==> config.mk <==
export PLATFORM = sky130hd
export DESIGN_NAME = jpdt_limit_regs
export DESIGN_NICKNAME = d
export VERILOG_FILES = /design/src/jpdt_pkg.sv /design/src/jpdt_limit_regs.sv
export SDC_FILE = /design/constraint.sdc
export NUM_CORES = 1
export LEC_CHECK = 0
export ABC_AREA = 0
export BUFFER_PORTS_ARGS = -buffer_cell sky130_fd_sc_hd__buf_2
export CAP_MARGIN = 20
export CORE_UTILIZATION = 53
export CTS_BUF_LIST = sky130_fd_sc_hd__clkbuf_4
export CTS_CLUSTER_DIAMETER = 200
export DETAILED_ROUTE_END_ITERATION = 8
export PLACE_DENSITY = 0.84
export SLEW_MARGIN = 20
export SYNTH_ARGS = -nofsm -noshare
export SYNTH_HDL_FRONTEND = slang
export SYNTH_SLANG_ARGS = --single-unit
==> constraint.sdc <==
create_clock -name clk -period 0.8 [get_ports clk]
set_input_delay 0.04 -clock clk [delete_from_list [all_inputs] [get_ports clk]]
set_output_delay 0.04 -clock clk [all_outputs]
set_load 0.03 [all_outputs]
==> src/jpdt_pkg.sv <==
// jpdt_pkg: shared types and constants for the joint pd torque block
// holds the transaction structs, the limit register map and reset values
// no dependencies
`timescale 1ns / 1ps
`default_nettype none

package jpdt_pkg;

    // limit register geometry
    localparam int LIM_W    = 15;
    localparam int IDX_W    = 3;
    localparam int DATA_W   = 15;

    // limit register indexes
    localparam logic [IDX_W-1:0] REG_FULL_ABAD = 3'd0;
    localparam logic [IDX_W-1:0] REG_FULL_HIP  = 3'd1;
    localparam logic [IDX_W-1:0] REG_FULL_KNEE = 3'd2;
    localparam logic [IDX_W-1:0] REG_WEAK_ABAD = 3'd3;
    localparam logic [IDX_W-1:0] REG_WEAK_HIP  = 3'd4;
    localparam logic [IDX_W-1:0] REG_WEAK_KNEE = 3'd5;

    // limit reset values, 2^-8 Nm
    localparam logic [LIM_W-1:0] RST_FULL_ABAD = 15'd4352;
    localparam logic [LIM_W-1:0] RST_FULL_HIP  = 15'd4352;
    localparam logic [LIM_W-1:0] RST_FULL_KNEE = 15'd6656;
    localparam logic [LIM_W-1:0] RST_WEAK_ABAD = 15'd1536;
    localparam logic [LIM_W-1:0] RST_WEAK_HIP  = 15'd1536;
    localparam logic [LIM_W-1:0] RST_WEAK_KNEE = 15'd1536;

    // joint codes
    localparam logic [1:0] JOINT_ABAD = 2'd0;
    localparam logic [1:0] JOINT_HIP  = 2'd1;
    localparam logic [1:0] JOINT_KNEE = 2'd2;

    // datapath widths
    localparam int DIFF_W  = 17;
    localparam int PROD_W  = 34;
    localparam int SUM_W   = 36;
    localparam int FRAC_SH = 10;
    localparam int RAW_W   = SUM_W - FRAC_SH;

    typedef struct packed {
        logic [1:0]         leg_sel;
        logic [1:0]         joint_select;
        logic               enable;
        logic               weak_mode;
        logic signed [15:0] pos_target;
        logic signed [15:0] pos_measured;
        logic signed [15:0] vel_target;
        logic signed [15:0] vel_measured;
        logic [15:0]        stiffness;
        logic [15:0]        damping;
        logic signed [15:0] torque_ff;
    } in_t;

    typedef struct packed {
        logic [1:0]         leg_out;
        logic [1:0]         joint_out;
        logic signed [15:0] torque;
        logic               clipped;
    } out_t;

    typedef struct packed {
        logic [LIM_W-1:0] full_abad;
        logic [LIM_W-1:0] full_hip;
        logic [LIM_W-1:0] full_knee;
        logic [LIM_W-1:0] weak_abad;
        logic [LIM_W-1:0] weak_hip;
        logic [LIM_W-1:0] weak_knee;
    } limits_t;

endpackage

`default_nettype wire

==> src/jpdt_limit_regs.sv <==
// jpdt_limit_regs: torque limit register file with plain write port
// depends on jpdt_pkg for the register map and reset values
`timescale 1ns / 1ps
`default_nettype none

module jpdt_limit_regs (
    input  wire logic                        clk,
    input  wire logic                        rst_n,
    input  wire logic                        wr_en,
    input  wire logic [jpdt_pkg::IDX_W-1:0]  wr_index,
    input  wire logic [jpdt_pkg::DATA_W-1:0] wr_data,
    output jpdt_pkg::limits_t                limits
);

    jpdt_pkg::limits_t lim_reg;
    jpdt_pkg::limits_t lim_next;
    logic [jpdt_pkg::LIM_W-1:0] wr_val;

    assign wr_val = wr_data[jpdt_pkg::LIM_W-1:0];

    // register decode, indexes beyond the map are dropped
    always_comb
    begin
        lim_next = lim_reg;
        if (wr_en)
        begin
            unique case (wr_index)
                jpdt_pkg::REG_FULL_ABAD: lim_next.full_abad = wr_val;
                jpdt_pkg::REG_FULL_HIP:  lim_next.full_hip  = wr_val;
                jpdt_pkg::REG_FULL_KNEE: lim_next.full_knee = wr_val;
                jpdt_pkg::REG_WEAK_ABAD: lim_next.weak_abad = wr_val;
                jpdt_pkg::REG_WEAK_HIP:  lim_next.weak_hip  = wr_val;
                jpdt_pkg::REG_WEAK_KNEE: lim_next.weak_knee = wr_val;
                default:                 lim_next = lim_reg;
            endcase
        end
    end

    always_ff @(posedge clk or negedge rst_n)
    begin
        if (!rst_n)
        begin
            lim_reg.full_abad <= jpdt_pkg::RST_FULL_ABAD;
            lim_reg.full_hip  <= jpdt_pkg::RST_FULL_HIP;
            lim_reg.full_knee <= jpdt_pkg::RST_FULL_KNEE;
            lim_reg.weak_abad <= jpdt_pkg::RST_WEAK_ABAD;
            lim_reg.weak_hip  <= jpdt_pkg::RST_WEAK_HIP;
            lim_reg.weak_knee <= jpdt_pkg::RST_WEAK_KNEE;
        end
        else
        begin
            lim_reg <= lim_next;
        end
    end

    assign limits = lim_reg;

endmodule

`default_nettype wire

==> results of run 1 <==
-- cells in the mapped netlist --
cell                       count
sky130_fd_sc_hd__nor4b_4       1
sky130_fd_sc_hd__buf_4         1
sky130_fd_sc_hd__mux2_2       60
sky130_fd_sc_hd__dfrtp_1      77
sky130_fd_sc_hd__nand4b_2      2
sky130_fd_sc_hd__mux2_4       30
sky130_fd_sc_hd__buf_8         1
sky130_fd_sc_hd__and4bb_1      2
sky130_fd_sc_hd__nor4bb_1      1
sky130_fd_sc_hd__buf_6         6
sky130_fd_sc_hd__dfstp_2      13
sky130_fd_sc_hd__buf_2         2
-- final cells by class --
type	count	share of cell area [%]
clock inverters	6	1.51
flip-flops and latches	90	38.4
clock buffers	10	1.26
repair buffers	189	33.7
well taps	77	1.62
multi-input cells	96	23.4
-- power by group through the flow --
stage               Sequential (mW)  Clock (mW)  Combinational [mW]
detailed placement             6.32           0                5.00
global placement               6.29           0                4.89
finish                         6.73        3.10                7.76
floorplan                      8.33           0                1.39
global route                   6.78        3.30                7.97
CTS                            6.45        2.91                6.95
-- through the flow --
step | instance area [um^2] | hold WS, ps
final | 5950 | 79.4
after global routing | 5950 | 55.1
after CTS | 5670 | 96.6
after detailed placement | 4480 | 30.9
after global placement | 4480 | 35.4
after floorplan | 3750 | -256
-- kinds of logic (layout without fill, tap and decap cells) --
logic type	after synthesis	in the layout
buf+inv	10	205
flops	90	90
mux	90	90
simple gates	6	6
-- worst max-delay path by stage --
stage                                start                     end  slack [ps]  depth (start not counted)
global route        limits[24]$_DFFE_PN1P_              limits[24]        -490                          1
finish              limits[25]$_DFFE_PN1P_              limits[25]        -450                          1
floorplan                      wr_index[0]  limits[75]$_DFFE_PN0P_        -400                          4
global placement               wr_index[1]  limits[88]$_DFFE_PN0P_        -410                          4
detailed placement                   wr_en  limits[29]$_DFFE_PN0P_        -450                          4
CTS                  limits[9]$_DFFE_PN1P_               limits[9]        -400                          1
-- timing repair --
item	in CTS	in global routing
buffers inserted	38	26
endpoints found under the setup margin	91	163
gates cloned	0	1
hold endpoints to repair	180	0
hold buffers	16	0
pin swaps	0	2
gates resized for setup	185	49
-- layer usage --
layer / wire (um) / global-route usage (%) / share of wire, %
met5: 0 / 0 / 0
met4: 535 / 10.7 / 4.1
met3: 760 / 7.28 / 5.9
met2: 6580 / 56.1 / 51
met1: 5020 / 38.8 / 39
==> Implementation_results.wiki, run 1 <==
{| class="wikitable"
! Metric !! Value
|-
| Worst Setup Path Type || flop to output pin
|-
| Simple-gate share of the synthesized area || 2.48%
|-
| Class of the most critical hold timing path || input port to async pin
|-
| Width of the die || 84.2 um
|-
| DR pass1 iterations || 6
|-
| Gpl congestion || between 0.7 and 0.8
|-
| Max Root-Sink Buffers || 2
|-
| Leading cell types by total area after synthesis || sky130_fd_sc_hd__dfrtp_1 54%, sky130_fd_sc_hd__mux2_2 19%, sky130_fd_sc_hd__mux2_4 13%
|-
| Area of the mapped netlist || about 3600 um^2
|-
| Top Ports || 111
|-
| Net switching power of the design || 6.47 mW
|-
| RSZ-0062 raised after global routing || yes
|-
| WP data arrival || 1210 ps
|-
| Critical path startpoint category || flop
|-
| Parity-gate share of the synthesized area counting xor and xnor cells || 0%
|-
| First-pass GRT wire length || 16400 um
|-
| Mean post-synth cell area || around 18 um^2
|-
| Synth Instances || 196
|-
| Unique cell type count in the Yosys netlist || 12
|-
| Number of warnings printed during yosys synthesis || 0
|-
| Antenna diode count || 0
|-
| HPWL reported at the end of detailed placement || approximately 5400 um
|-
| Total negative setup slack || -35040 ps
|-
| Critical Path End Type || output pin
|-
| Path depth of the worst reg2reg path || 2
|-
| Commonest cells after routing, fill and taps aside || 130 x sky130_fd_sc_hd__buf_6, 74 x sky130_fd_sc_hd__mux2_4, 62 x sky130_fd_sc_hd__dfrtp_1
|-
| Overall die height || about 84 um
|-
| Final standard cell utilization of the core || 92.7%
|-
| Root buf cell || sky130_fd_sc_hd__clkbuf_4
|-
| Register share of total power || 38.3%
|-
| Critical R2R Capture || limits[76]$_DFFE_PN0P_
|-
| Main combinational cell family by area after synthesis || multiplexers
|-
| Number of design rule violations left after detail routing || 19
|-
| Largest register FFs || 90
|-
| Layout Cells excl Fill || ~470
|-
| Slack of the worst reg-to-reg path || -160 ps
|-
| Total of flip-flops plus latches after synthesis || 90
|-
| Number of input and output port buffers inserted || 110
|-
| Number of sinks driven by the clock tree || 90
|-
| Outcome || complete, but fails checks
|-
| Area of combinational cells with multiple inputs || about 1400 um^2
|-
| Placeable core area || roughly 6400 um^2
|-
| Tightest Pin Transition || 374 ps
|-
| Via count of the first global-routing pass || 2734
|-
| Startpoint of the most critical register-to-register path || limits[76]$_DFFE_PN0P_
|-
| CTS Buf Count || 9
|-
| Normalized max-slew margin || approximately three quarters
|-
| Clock transition at path regs || 170 ps
|-
| Total leakage power || 2.89 nW
|-
| Pre-CTS setup slack || -449 ps
|-
| Top Family by Delay on Critical Path || flip-flops
|-
| Total nets after synthesis || roughly 220
|-
| Final net count || 407
|-
| Fin crit share || 156%
|-
| Via count || 2638
|-
| Required time at the endpoint of the critical path || 760 ps
|-
| Detailed router's first-iteration violation count || 182
|-
| Adder and majority cell fraction of the synthesized area || 0%
|-
| Largest incremental delay on the critical path || 590 ps
|-
| Count of max-cap constraint violations || 0
|-
| Sum of buffers and inverters on the critical path || 1
|-
| Floorplan row count || 29
|-
| Cell at the slowest stage of the critical path || sky130_fd_sc_hd__dfstp_2
|-
| Detail-routed via count per cell || 5.64
|-
| Final WS setup || -448 ps
|-
| Setup skew after layout || 0 ps
|-
| Area fraction of the dominant cell type after synthesis || 53.8%
|-
| Cells along the critical path || buf_6
|-
| Remaining antenna violation count after routing || 0
|-
| Area of all sequential standard cells || around 2300 um^2
|-
| Number of pins exceeding their max-slew limit in the final report || 0
|-
| Max Fclk || 801 MHz
|-
| Switching share of power || 36.8%
|-
| Peak supply drop || 2.10 mV
|-
| Number of placed instances with taps included || 386
|-
| Setup violations, final || 159
|-
| Die Area || 7090 um^2
|-
| Combinational fraction of design power || 44.1%
|-
| Fillcell total || about 180
|-
| Worst Path Max Fanout || 2
|-
| Power Density || between 2000 and 3000 nW/um^2
|-
| Clk network pwr share || 17.6%
|-
| H-Tree Level Count || 3
|-
| Shortest clock period the worst path allows after layout || about 1200 ps
|-
| Internal power || approximately 11 mW
|-
| Violated checks || DRC, setup timing
|-
| Overall power consumption || 17.6 mW
|-
| GRT Util Overall || 31.8%
|-
| Synthesis-to-layout area growth || 66.1%
|-
| Most common cell after layout, fill and taps aside || sky130_fd_sc_hd__buf_6
|-
| Area fraction in compound gates after synthesis || 0%
|-
| Layout cells sized above 1 || 79.5%
|-
| TritonCTS clock tree || yes
|-
| Total wire length || 12900 um
|-
| Pin count of the biggest net entering global routing || 55
|-
| Multiplexer area fraction after synthesis || 31.4%
|-
| Final Hold Violating Endpoints || 0
|-
| Sequential element share of the synthesized area || a little over three fifths
|-
| Initial antenna violation count || 0
|-
| Final global-route overflow total || 0
|-
| Latest clock arrival within the worst-skew pair || 470 ps
|-
| Initial Util || 55.8%
|-
| DR WL/cell || roughly 28 um
|-
| Cell type with the highest aggregate area in the netlist || sky130_fd_sc_hd__dfrtp_1
|}
No activity file was read; power rests on OpenSTA's default activity.
==> run 2, diff against run 1 <==
--- a/config.mk
+++ b/config.mk
@@ -5,7 +5,7 @@
 export SDC_FILE = /design/constraint.sdc
 export NUM_CORES = 1
 export LEC_CHECK = 0
-export ABC_AREA = 0
+export ABC_AREA = 1
 export BUFFER_PORTS_ARGS = -buffer_cell sky130_fd_sc_hd__buf_2
 export CAP_MARGIN = 20
 export CORE_UTILIZATION = 53
==> run 2 against run 1 <==
  * The flow finishes with violations (setup timing)
  * Critical path depth stayed put
  * Count of clock-buffer cells in the layout stayed put
  * Worst setup slack better by 48 ps
  * Design area is 4.2% lower
  * Final cell count is 45% higher
  * Maximum frequency is 4.0% higher
  * Sequential power is 7.0% lower
  * Worst hold slack worse by 9.5 ps
  * Sequential cell count stayed put
  * Sequential share of layout area is 1.4 points higher
  * Power is 14% lower
  * Largest cell class unchanged
  * Highest routed layer unchanged
==> Implementation_results.wiki, run 2 <==
{| class="wikitable"
! Metric !! Value
|-
| Area fraction of the dominant cell type after synthesis || 54.4%
|-
| Placeable core area || about 6400 um^2
|-
| Latest clock arrival within the worst-skew pair || 460 ps
|-
| Cell area reported after detailed placement || 4340 um^2
|-
| Number of placed instances with taps included || a little under 600
|-
| Cell type with the highest aggregate area in the netlist || sky130_fd_sc_hd__dfrtp_1
|-
| Root buf cell || sky130_fd_sc_hd__clkbuf_4
|-
| Die Area || 7010 um^2
|-
| WP data arrival || 1160 ps
|-
| Total leakage power || between 3 and 4 nW
|-
| GRT Util Overall || a little over a third
|-
| Overall die height || 83.8 um
|-
| Most common cell after layout, fill and taps aside || sky130_fd_sc_hd__nand2_1
|-
| Layout Cell Area excl Fill || around 5700 um^2
|-
| Final net count || slightly above 600
|-
| Synthesis-to-layout area growth || 60.9%
|-
| Class of the most critical hold timing path || input port to async pin
|-
| Synth Instances || about 400
|-
| TritonCTS clock tree || yes
|-
| Total of flip-flops plus latches after synthesis || 90
|-
| DR WL/cell || 21.8 um
|-
| Total nets after synthesis || 422
|-
| Number of sinks driven by the clock tree || 90
|-
| Parity-gate share of the synthesized area counting xor and xnor cells || 0%
|-
| Initial Util || 55.5%
|-
| Critical path startpoint category || flop
|-
| Setup skew after layout || 0 ps
|-
| Initial antenna violation count || 1
|-
| Setup violations, final || 106
|-
| Max Root-Sink Buffers || 2
|-
| Fin crit share || 150%
|-
| Number of warnings printed during yosys synthesis || 0
|-
| Top Family by Delay on Critical Path || flip-flops
|-
| H-Tree Level Count || 3
|-
| Simple-gate share of the synthesized area || between 30% and 40%
|-
| First-pass GRT wire length || 19300 um
|-
| DR pass1 iterations || 5
|-
| Multiplexer area fraction after synthesis || 0%
|-
| Floorplan row count || 29
|-
| Clock transition at path regs || 150 ps
|-
| Sum of buffers and inverters on the critical path || 1
|-
| Shortest clock period the worst path allows after layout || about 1200 ps
|-
| Cell at the slowest stage of the critical path || sky130_fd_sc_hd__dfstp_2
|-
| Number of design rule violations left after detail routing || 0
|-
| Cells along the critical path || buf_6
|-
| Layout Cells excl Fill || 677
|-
| Count of max-cap constraint violations || 0
|-
| Largest register FFs || 90
|-
| Number of pins exceeding their max-slew limit in the final report || 0
|-
| Adder and majority cell fraction of the synthesized area || 0%
|-
| Width of the die || 83.8 um
|-
| Outcome || complete, but fails checks
|-
| Count of flip-flops with a built-in enable after synthesis || 0
|-
| CTS Buf Count || 9
|-
| Area fraction in compound gates after synthesis || 0%
|-
| Sequential element share of the synthesized area || 64.0%
|-
| Gpl congestion || around 0.86
|-
| Via count || ~4100
|-
| Total wire length || 14700 um
|-
| Main combinational cell family by area after synthesis || simple AND/OR/NAND/NOR gates
|-
| Required time at the endpoint of the critical path || 760 ps
|-
| Mean post-synth cell area || between 8 and 9 um^2
|-
| Leading cell types by total area after synthesis || sky130_fd_sc_hd__dfrtp_1 54%, sky130_fd_sc_hd__nand2_1 23%, sky130_fd_sc_hd__dfstp_2 9.6%
|-
| Final global-route overflow total || 0
|-
| List of most frequent post-synthesis cells || 220 x sky130_fd_sc_hd__nand2_1, 77 x sky130_fd_sc_hd__dfrtp_1, 60 x sky130_fd_sc_hd__nand3_1
|-
| Final Hold Violating Endpoints || 0
|-
| Area of the mapped netlist || 3540 um^2
|-
| Worst Path Max Fanout || 2
|-
| Violated checks || setup timing
|-
| Via count of the first global-routing pass || 3814
|-
| Pin count of the biggest net entering global routing || 54
|-
| HPWL reported at the end of detailed placement || 6360 um
|-
| Detail-routed via count per cell || 6.01
|-
| Cell with the most instances after synthesis || sky130_fd_sc_hd__nand2_1
|-
| Normalized max-slew margin || between 80% and 90%
|-
| Unique cell type count in the Yosys netlist || 12
|-
| Async set or reset register ratio after synthesis || 100%
|-
| Commonest cells after routing, fill and taps aside || 201 x sky130_fd_sc_hd__nand2_1, 101 x sky130_fd_sc_hd__buf_6, 77 x sky130_fd_sc_hd__dfrtp_1
|-
| Top Ports || between 100 and 150
|-
| Worst Setup Path Type || flop to output pin
|-
| Final WS setup || -400 ps
|-
| Largest incremental delay on the critical path || 580 ps
|-
| Critical Path End Type || output pin
|-
| Prevailing post-synth register cell || sky130_fd_sc_hd__dfrtp_1
|-
| Number of input and output port buffers inserted || 110
|-
| Max Fclk || 833 MHz
|-
| Remaining antenna violation count after routing || 0
|-
| Total negative setup slack || -26540 ps
|-
| Detailed router's first-iteration violation count || 496
|-
| Layout cells sized above 1 || 40.4%
|-
| Tightest Pin Transition || 286 ps
|-
| Peak supply drop || 2.05 mV
|-
| RSZ-0062 raised after global routing || yes
|-
| Power Density || roughly 2700 nW/um^2
|-
| Final standard cell utilization of the core || 89.3%
|}
==> run 2: routing by layer <==
metal | global-route usage [%] | wire, um
met1 | 43.2 | 4970
met2 | 61.0 | 7300
met3 | 6.43 | 1490
met4 | 21.1 | 989
met5 | 0 | 0
==> run 2: layout make-up <==
type                            instances  area, um^2
Clock buffer                           10        75.1
Inverter                                6        22.5
Multi-Input combinational cell        286        1230
Timing Repair Buffer                  201        1940
Sequential cell                        90        2270
Tap cell                               77        96.3
Fill cell                             254         686
Clock inverter                          6        58.8
Antenna cell                            1        2.50
==> run 2: repair_timing <==
action	in CTS	in global routing
gates resized for setup	180	33
pin swaps	0	8
endpoints found under the hold margin	180	0
endpoints found under the setup margin	90	102
buffers inserted	30	29
hold buffers	16	0
==> run 2: path summary, 6_finish.rpt <==
kind	depth (start not counted)	end	startpoint	slack [ps]
min	3	limits[34]$_DFFE_PN0P_	rst_n	70
min reg2reg	2	limits[83]$_DFFE_PN1P_	limits[83]$_DFFE_PN1P_	490
min in group clk	5	limits[83]$_DFFE_PN1P_	wr_index[2]	100
max	1	limits[25]	limits[25]$_DFFE_PN1P_	-400
max in group asynchronous	3	limits[87]$_DFFE_PN1P_	rst_n	380
max reg2reg	4	limits[53]$_DFFE_PN0P_	limits[53]$_DFFE_PN0P_	-100
==> run 2: per-stage QoR <==
step	power, mW	hold WS [ps]	setup slack [ps]
after floorplan	8.55	-256	4.27
after global placement	9.90	26.7	-88.0
after detailed placement	10.0	29.6	-113
after CTS	14.1	77.6	-371
after global routing	15.6	83.9	-428
final	15.1	69.9	-400
==> run 2: cell families after synthesis <==
family | count (synthesis)
buffers and inverters | 25
AND/OR/NAND/NOR | 286
flip-flops | 90
==> run 2: where the power goes <==
| part | total (mW) | switching [mW] | internal (mW) |
|---|---|---|---|
| clock | 2.60 | 1.63 | 0.968 |
| sequential | 6.26 | 0.774 | 5.49 |
| combinational | 6.28 | 3.46 | 2.81 |
==> run 3, diff against run 2 <==
--- a/config.mk
+++ b/config.mk
@@ -6,13 +6,13 @@
 export NUM_CORES = 1
 export LEC_CHECK = 0
 export ABC_AREA = 1
-export BUFFER_PORTS_ARGS = -buffer_cell sky130_fd_sc_hd__buf_2
 export CAP_MARGIN = 20
-export CORE_UTILIZATION = 53
+export CORE_UTILIZATION = 65
 export CTS_BUF_LIST = sky130_fd_sc_hd__clkbuf_4
 export CTS_CLUSTER_DIAMETER = 200
 export DETAILED_ROUTE_END_ITERATION = 8
-export PLACE_DENSITY = 0.84
+export DONT_BUFFER_PORTS = 1
+export PLACE_DENSITY = 0.83
 export SLEW_MARGIN = 20
 export SYNTH_ARGS = -nofsm -noshare
 export SYNTH_HDL_FRONTEND = slang
==> run 3 against run 2 <==
  * The flow now stops in clock tree synthesis
  * Area after synthesis is the same
  * Synthesized cell count unchanged
==> Implementation_results.wiki, run 3 <==
{| class="wikitable"
! Metric !! Value
|-
| Leading cell types by total area after synthesis || sky130_fd_sc_hd__dfrtp_1 54%, sky130_fd_sc_hd__nand2_1 23%, sky130_fd_sc_hd__dfstp_2 9.6%
|-
| Number of warnings printed during yosys synthesis || 0
|-
| CTS Buf Count || 9
|-
| Floorplan row count || 26
|-
| Area fraction of the dominant cell type after synthesis || 54.4%
|-
| HPWL reported at the end of detailed placement || 6550 um
|-
| Number of sinks driven by the clock tree || 90
|-
| Root buf cell || sky130_fd_sc_hd__clkbuf_4
|-
| Max Root-Sink Buffers || 2
|-
| Last stage || clock tree synthesis
|-
| Count of flip-flops with a built-in enable after synthesis || 0
|-
| Unique cell type count in the Yosys netlist || 12
|-
| Async set or reset register ratio after synthesis || 100%
|-
| Synth Instances || 401
|-
| Number of input and output port buffers inserted || 0
|-
| Initial Util || 68.5%
|-
| Cts repair resizes || 90
|-
| Gpl congestion || 0.837
|-
| Error msg || [ERROR DPL-0038] Utilization greater than 100%, impossible to legalize
|-
| Sequential element share of the synthesized area || 64.0%
|-
| Width of the die || 75.8 um
|-
| Cell area reported after detailed placement || 4430 um^2
|-
| Pre-CTS setup slack || approximately 12 ps
|-
| Setup Buffers After CTS || 37
|-
| Overall die height || 75.8 um
|-
| Top Ports || 111
|-
| Cell with the most instances after synthesis || sky130_fd_sc_hd__nand2_1
|-
| Mean post-synth cell area || around 8.8 um^2
|-
| H-Tree Level Count || 3
|-
| Outcome || stopped before the end
|-
| CTS Hold Bufs || 19
|-
| Cell type with the highest aggregate area in the netlist || sky130_fd_sc_hd__dfrtp_1
|-
| Total nets after synthesis || 422
|-
| Total of flip-flops plus latches after synthesis || 90
|-
| Prevailing post-synth register cell || sky130_fd_sc_hd__dfrtp_1
|-
| Area of the mapped netlist || 3540 um^2
|-
| List of most frequent post-synthesis cells || 220 x sky130_fd_sc_hd__nand2_1, 77 x sky130_fd_sc_hd__dfrtp_1, 60 x sky130_fd_sc_hd__nand3_1
|}
## run 3: cell counts after synthesis
Identical to the previous run, type by type.
## run 3: cell families after synthesis
| logic type | count (synthesis) | share of synthesized area, % |
|---|---|---|
| flip-flops | 90 | 64.0 |
| AND/OR/NAND/NOR | 286 | 32.9 |
| buffers and inverters | 25 | 3.11 |
## run 3: per-stage QoR
step                instances  utilization (%)
detailed placement        561             85.7
global placement          561             85.7
floorplan                 401                -
==> run 4, diff against run 3 <==
--- a/config.mk
+++ b/config.mk
@@ -7,12 +7,10 @@
 export LEC_CHECK = 0
 export ABC_AREA = 1
 export CAP_MARGIN = 20
-export CORE_UTILIZATION = 65
-export CTS_BUF_LIST = sky130_fd_sc_hd__clkbuf_4
-export CTS_CLUSTER_DIAMETER = 200
+export CORE_UTILIZATION = 40
 export DETAILED_ROUTE_END_ITERATION = 8
 export DONT_BUFFER_PORTS = 1
-export PLACE_DENSITY = 0.83
+export PLACE_DENSITY_LB_ADDON = 0.15
 export SLEW_MARGIN = 20
 export SYNTH_ARGS = -nofsm -noshare
 export SYNTH_HDL_FRONTEND = slang
==> run 4 against run 3 <==
  * The flow now finishes, with violations (hold timing, setup timing)
==> Implementation_results.wiki, run 4 (synthesis results as in run 2) <==
{| class="wikitable"
! Metric !! Value
|-
| Cell at the slowest stage of the critical path || sky130_fd_sc_hd__dfstp_2
|-
| Initial antenna violation count || 0
|-
| Final global-route overflow total || 0
|-
| Path depth of the worst reg2reg path || 4
|-
| Die Area || 9240 um^2
|-
| Highest metal layer with signal wires || met4
|-
| Detailed router's first-iteration violation count || roughly 160
|-
| Setup violations, final || 97
|-
| Top Ports || roughly 110
|-
| Normalized max-slew margin || 72.2%
|-
| Number of placed instances with taps included || 594
|-
| Width of the die || approximately 96 um
|-
| HPWL reported at the end of detailed placement || ~6600 um
|-
| Pin count of the biggest net entering global routing || just over 90
|-
| Shortest clock period the worst path allows after layout || around 1100 ps
|-
| Final Hold Violating Endpoints || 90
|-
| Area of all sequential standard cells || 2270 um^2
|-
| Setup skew after layout || 0 ps
|-
| Number of pins exceeding their max-slew limit in the final report || 0
|-
| Area of combinational cells with multiple inputs || approximately 1200 um^2
|-
| Peak supply drop || 1.41 mV
|-
| Violated checks || hold timing, setup timing
|-
| Class of the most critical hold timing path || input port to async pin
|-
| Top Family by Delay on Critical Path || flip-flops
|-
| Fillcell total || 713
|-
| DR pass1 iterations || 4
|-
| First-pass GRT wire length || 16000 um
|-
| Layout Cell Area excl Fill || 5580 um^2
|-
| Routed wire length on met3 || about 810 um
|-
| Tightest Pin Transition || slightly above 400 ps
|-
| Overall die height || around 96 um
|-
| Gpl congestion || 0.776
|-
| Pre-CTS setup slack || 51.3 ps
|-
| Remaining antenna violation count after routing || 0
|-
| Critical path startpoint category || flop
|-
| Via count || approximately 3300
|-
| Placeable core area || 8380 um^2
|-
| H-Tree Level Count || 3
|-
| Critical Path End Type || output pin
|-
| Max Root-Sink Buffers || 2
|-
| Slack of the worst reg-to-reg path || -80 ps
|-
| Required time at the endpoint of the critical path || between 700 and 800 ps
|-
| Final WS setup || -297 ps
|-
| Count of max-cap constraint violations || 0
|-
| Wire length on met1 || 4410 um
|-
| Number of sinks driven by the clock tree || 90
|-
| Number of input and output port buffers inserted || 0
|-
| Startpoint of the most critical register-to-register path || limits[80]$_DFFE_PN0P_
|-
| Overall power consumption || 15.2 mW
|-
| Sum of buffers and inverters on the critical path || 1
|-
| DR WL/cell || 15.7 um
|-
| Total leakage power || between 2 and 3 nW
|-
| Synthesis-to-layout area growth || 57.5%
|-
| Combinational fraction of design power || a little under two fifths
|-
| Largest incremental delay on the critical path || roughly 570 ps
|-
| Number of design rule violations left after detail routing || 0
|-
| Clk network pwr share || 22.2%
|-
| Crit. path cell count || 1
|-
| Register share of total power || 40.7%
|-
| Worst Path Max Fanout || 2
|-
| Layout cells sized above 1 || a little over a third
|-
| Critical R2R Capture || limits[80]$_DFFE_PN0P_
|-
| Via count of the first global-routing pass || 3096
|-
| Max Fclk || 912 MHz
|-
| Amount of wire on met2 after detailed routing || 5290 um
|-
| Layout Cells excl Fill || 678
|-
| WP data arrival || 1060 ps
|-
| Total wire length || 10600 um
|-
| Internal power || 9.98 mW
|-
| RSZ-0062 raised after global routing || yes
|-
| TritonCTS clock tree || yes
|-
| Most common cell after layout, fill and taps aside || sky130_fd_sc_hd__nand2_1
|-
| Outcome || complete, but fails checks
|-
| Total negative setup slack || -13790 ps
|-
| Commonest cells after routing, fill and taps aside || 213 x sky130_fd_sc_hd__nand2_1, 96 x sky130_fd_sc_hd__buf_6, 77 x sky130_fd_sc_hd__dfrtp_1
|-
| GRT Util Overall || 23.7%
|-
| Switching share of power || 34.2%
|-
| Cells along the critical path || buf_6
|-
| Worst Setup Path Type || flop to output pin
|-
| Largest register FFs || 90
|-
| Antenna diode count || 0
|-
| Worst Hold Slack || -615 ps
|-
| Net switching power of the design || roughly 5.2 mW
|-
| Latest clock arrival within the worst-skew pair || about 340 ps
|-
| CTS Buf Count || 9
|-
| Initial Util || 42.3%
|-
| Detail-routed via count per cell || between 4 and 5
|-
| Power Density || 2720 nW/um^2
|-
| Fin crit share || 137%
|-
| Floorplan row count || 33
|-
| Cell area reported after detailed placement || around 4400 um^2
|-
| Clock transition at path regs || about 80 ps
|-
| Root buf cell || sky130_fd_sc_hd__clkbuf_8
|-
| Final net count || 589
|}
run 4: worst max-delay path by stage:
stage               slack [ps]              startpoint                      to
floorplan                    4  limits[39]$_DFFE_PN1P_  limits[39]$_DFFE_PN1P_
finish                    -300  limits[87]$_DFFE_PN1P_              limits[87]
global route              -320  limits[87]$_DFFE_PN1P_              limits[87]
detailed placement          50             wr_index[1]  limits[76]$_DFFE_PN0P_
CTS                       -300  limits[87]$_DFFE_PN1P_              limits[87]
global placement            70             wr_index[1]  limits[21]$_DFFE_PN0P_
run 4: final cells by class:
cell class / instances / area share, %
sequential: 90 / 40.7
timing repair buffer: 175 / 31.3
multi-input combinational: 286 / 21.4
clock buffer: 11 / 2.53
tap: 105 / 2.35
clock inverter: 5 / 1.39
inverter: 6 / 0.404
run 4: power by group through the flow:
stage / clock network (mW) / registers, mW / logic (mW)
after global placement: 0 / 6.08 / 4.12
after CTS: 3.44 / 6.17 / 5.19
final: 3.38 / 6.18 / 5.63
after global routing: 3.62 / 6.25 / 5.98
after detailed placement: 0 / 6.09 / 4.18
after floorplan: 0 / 7.75 / 0.805
run 4: metal layers:
layer / track usage [%] / vias up
met5: 0 / -
met4: 7.71 / 0
met3: 4.90 / 10
met2: 39.2 / 126
met1: 31.0 / 1605
li1: - / 1587
run 4: metrics by stage:
| stage | utilization [%] | hold slack (ps) |
|---|---|---|
| after floorplan | - | -256 |
| after global placement | 52.8 | -253 |
| after detailed placement | 52.8 | -254 |
| after CTS | 63.5 | -635 |
| after global routing | 66.6 | -633 |
| final | 66.6 | -615 |
run 4: repair_timing:
action                                  in CTS  in global routing
pin swaps                                    0                  4
endpoints found under the setup margin      90                 93
setup buffers                               23                 28
cloned                                       0                  0
hold endpoints to repair                   180                 91
hold buffers                                17                  1
resized for setup                           90                 14
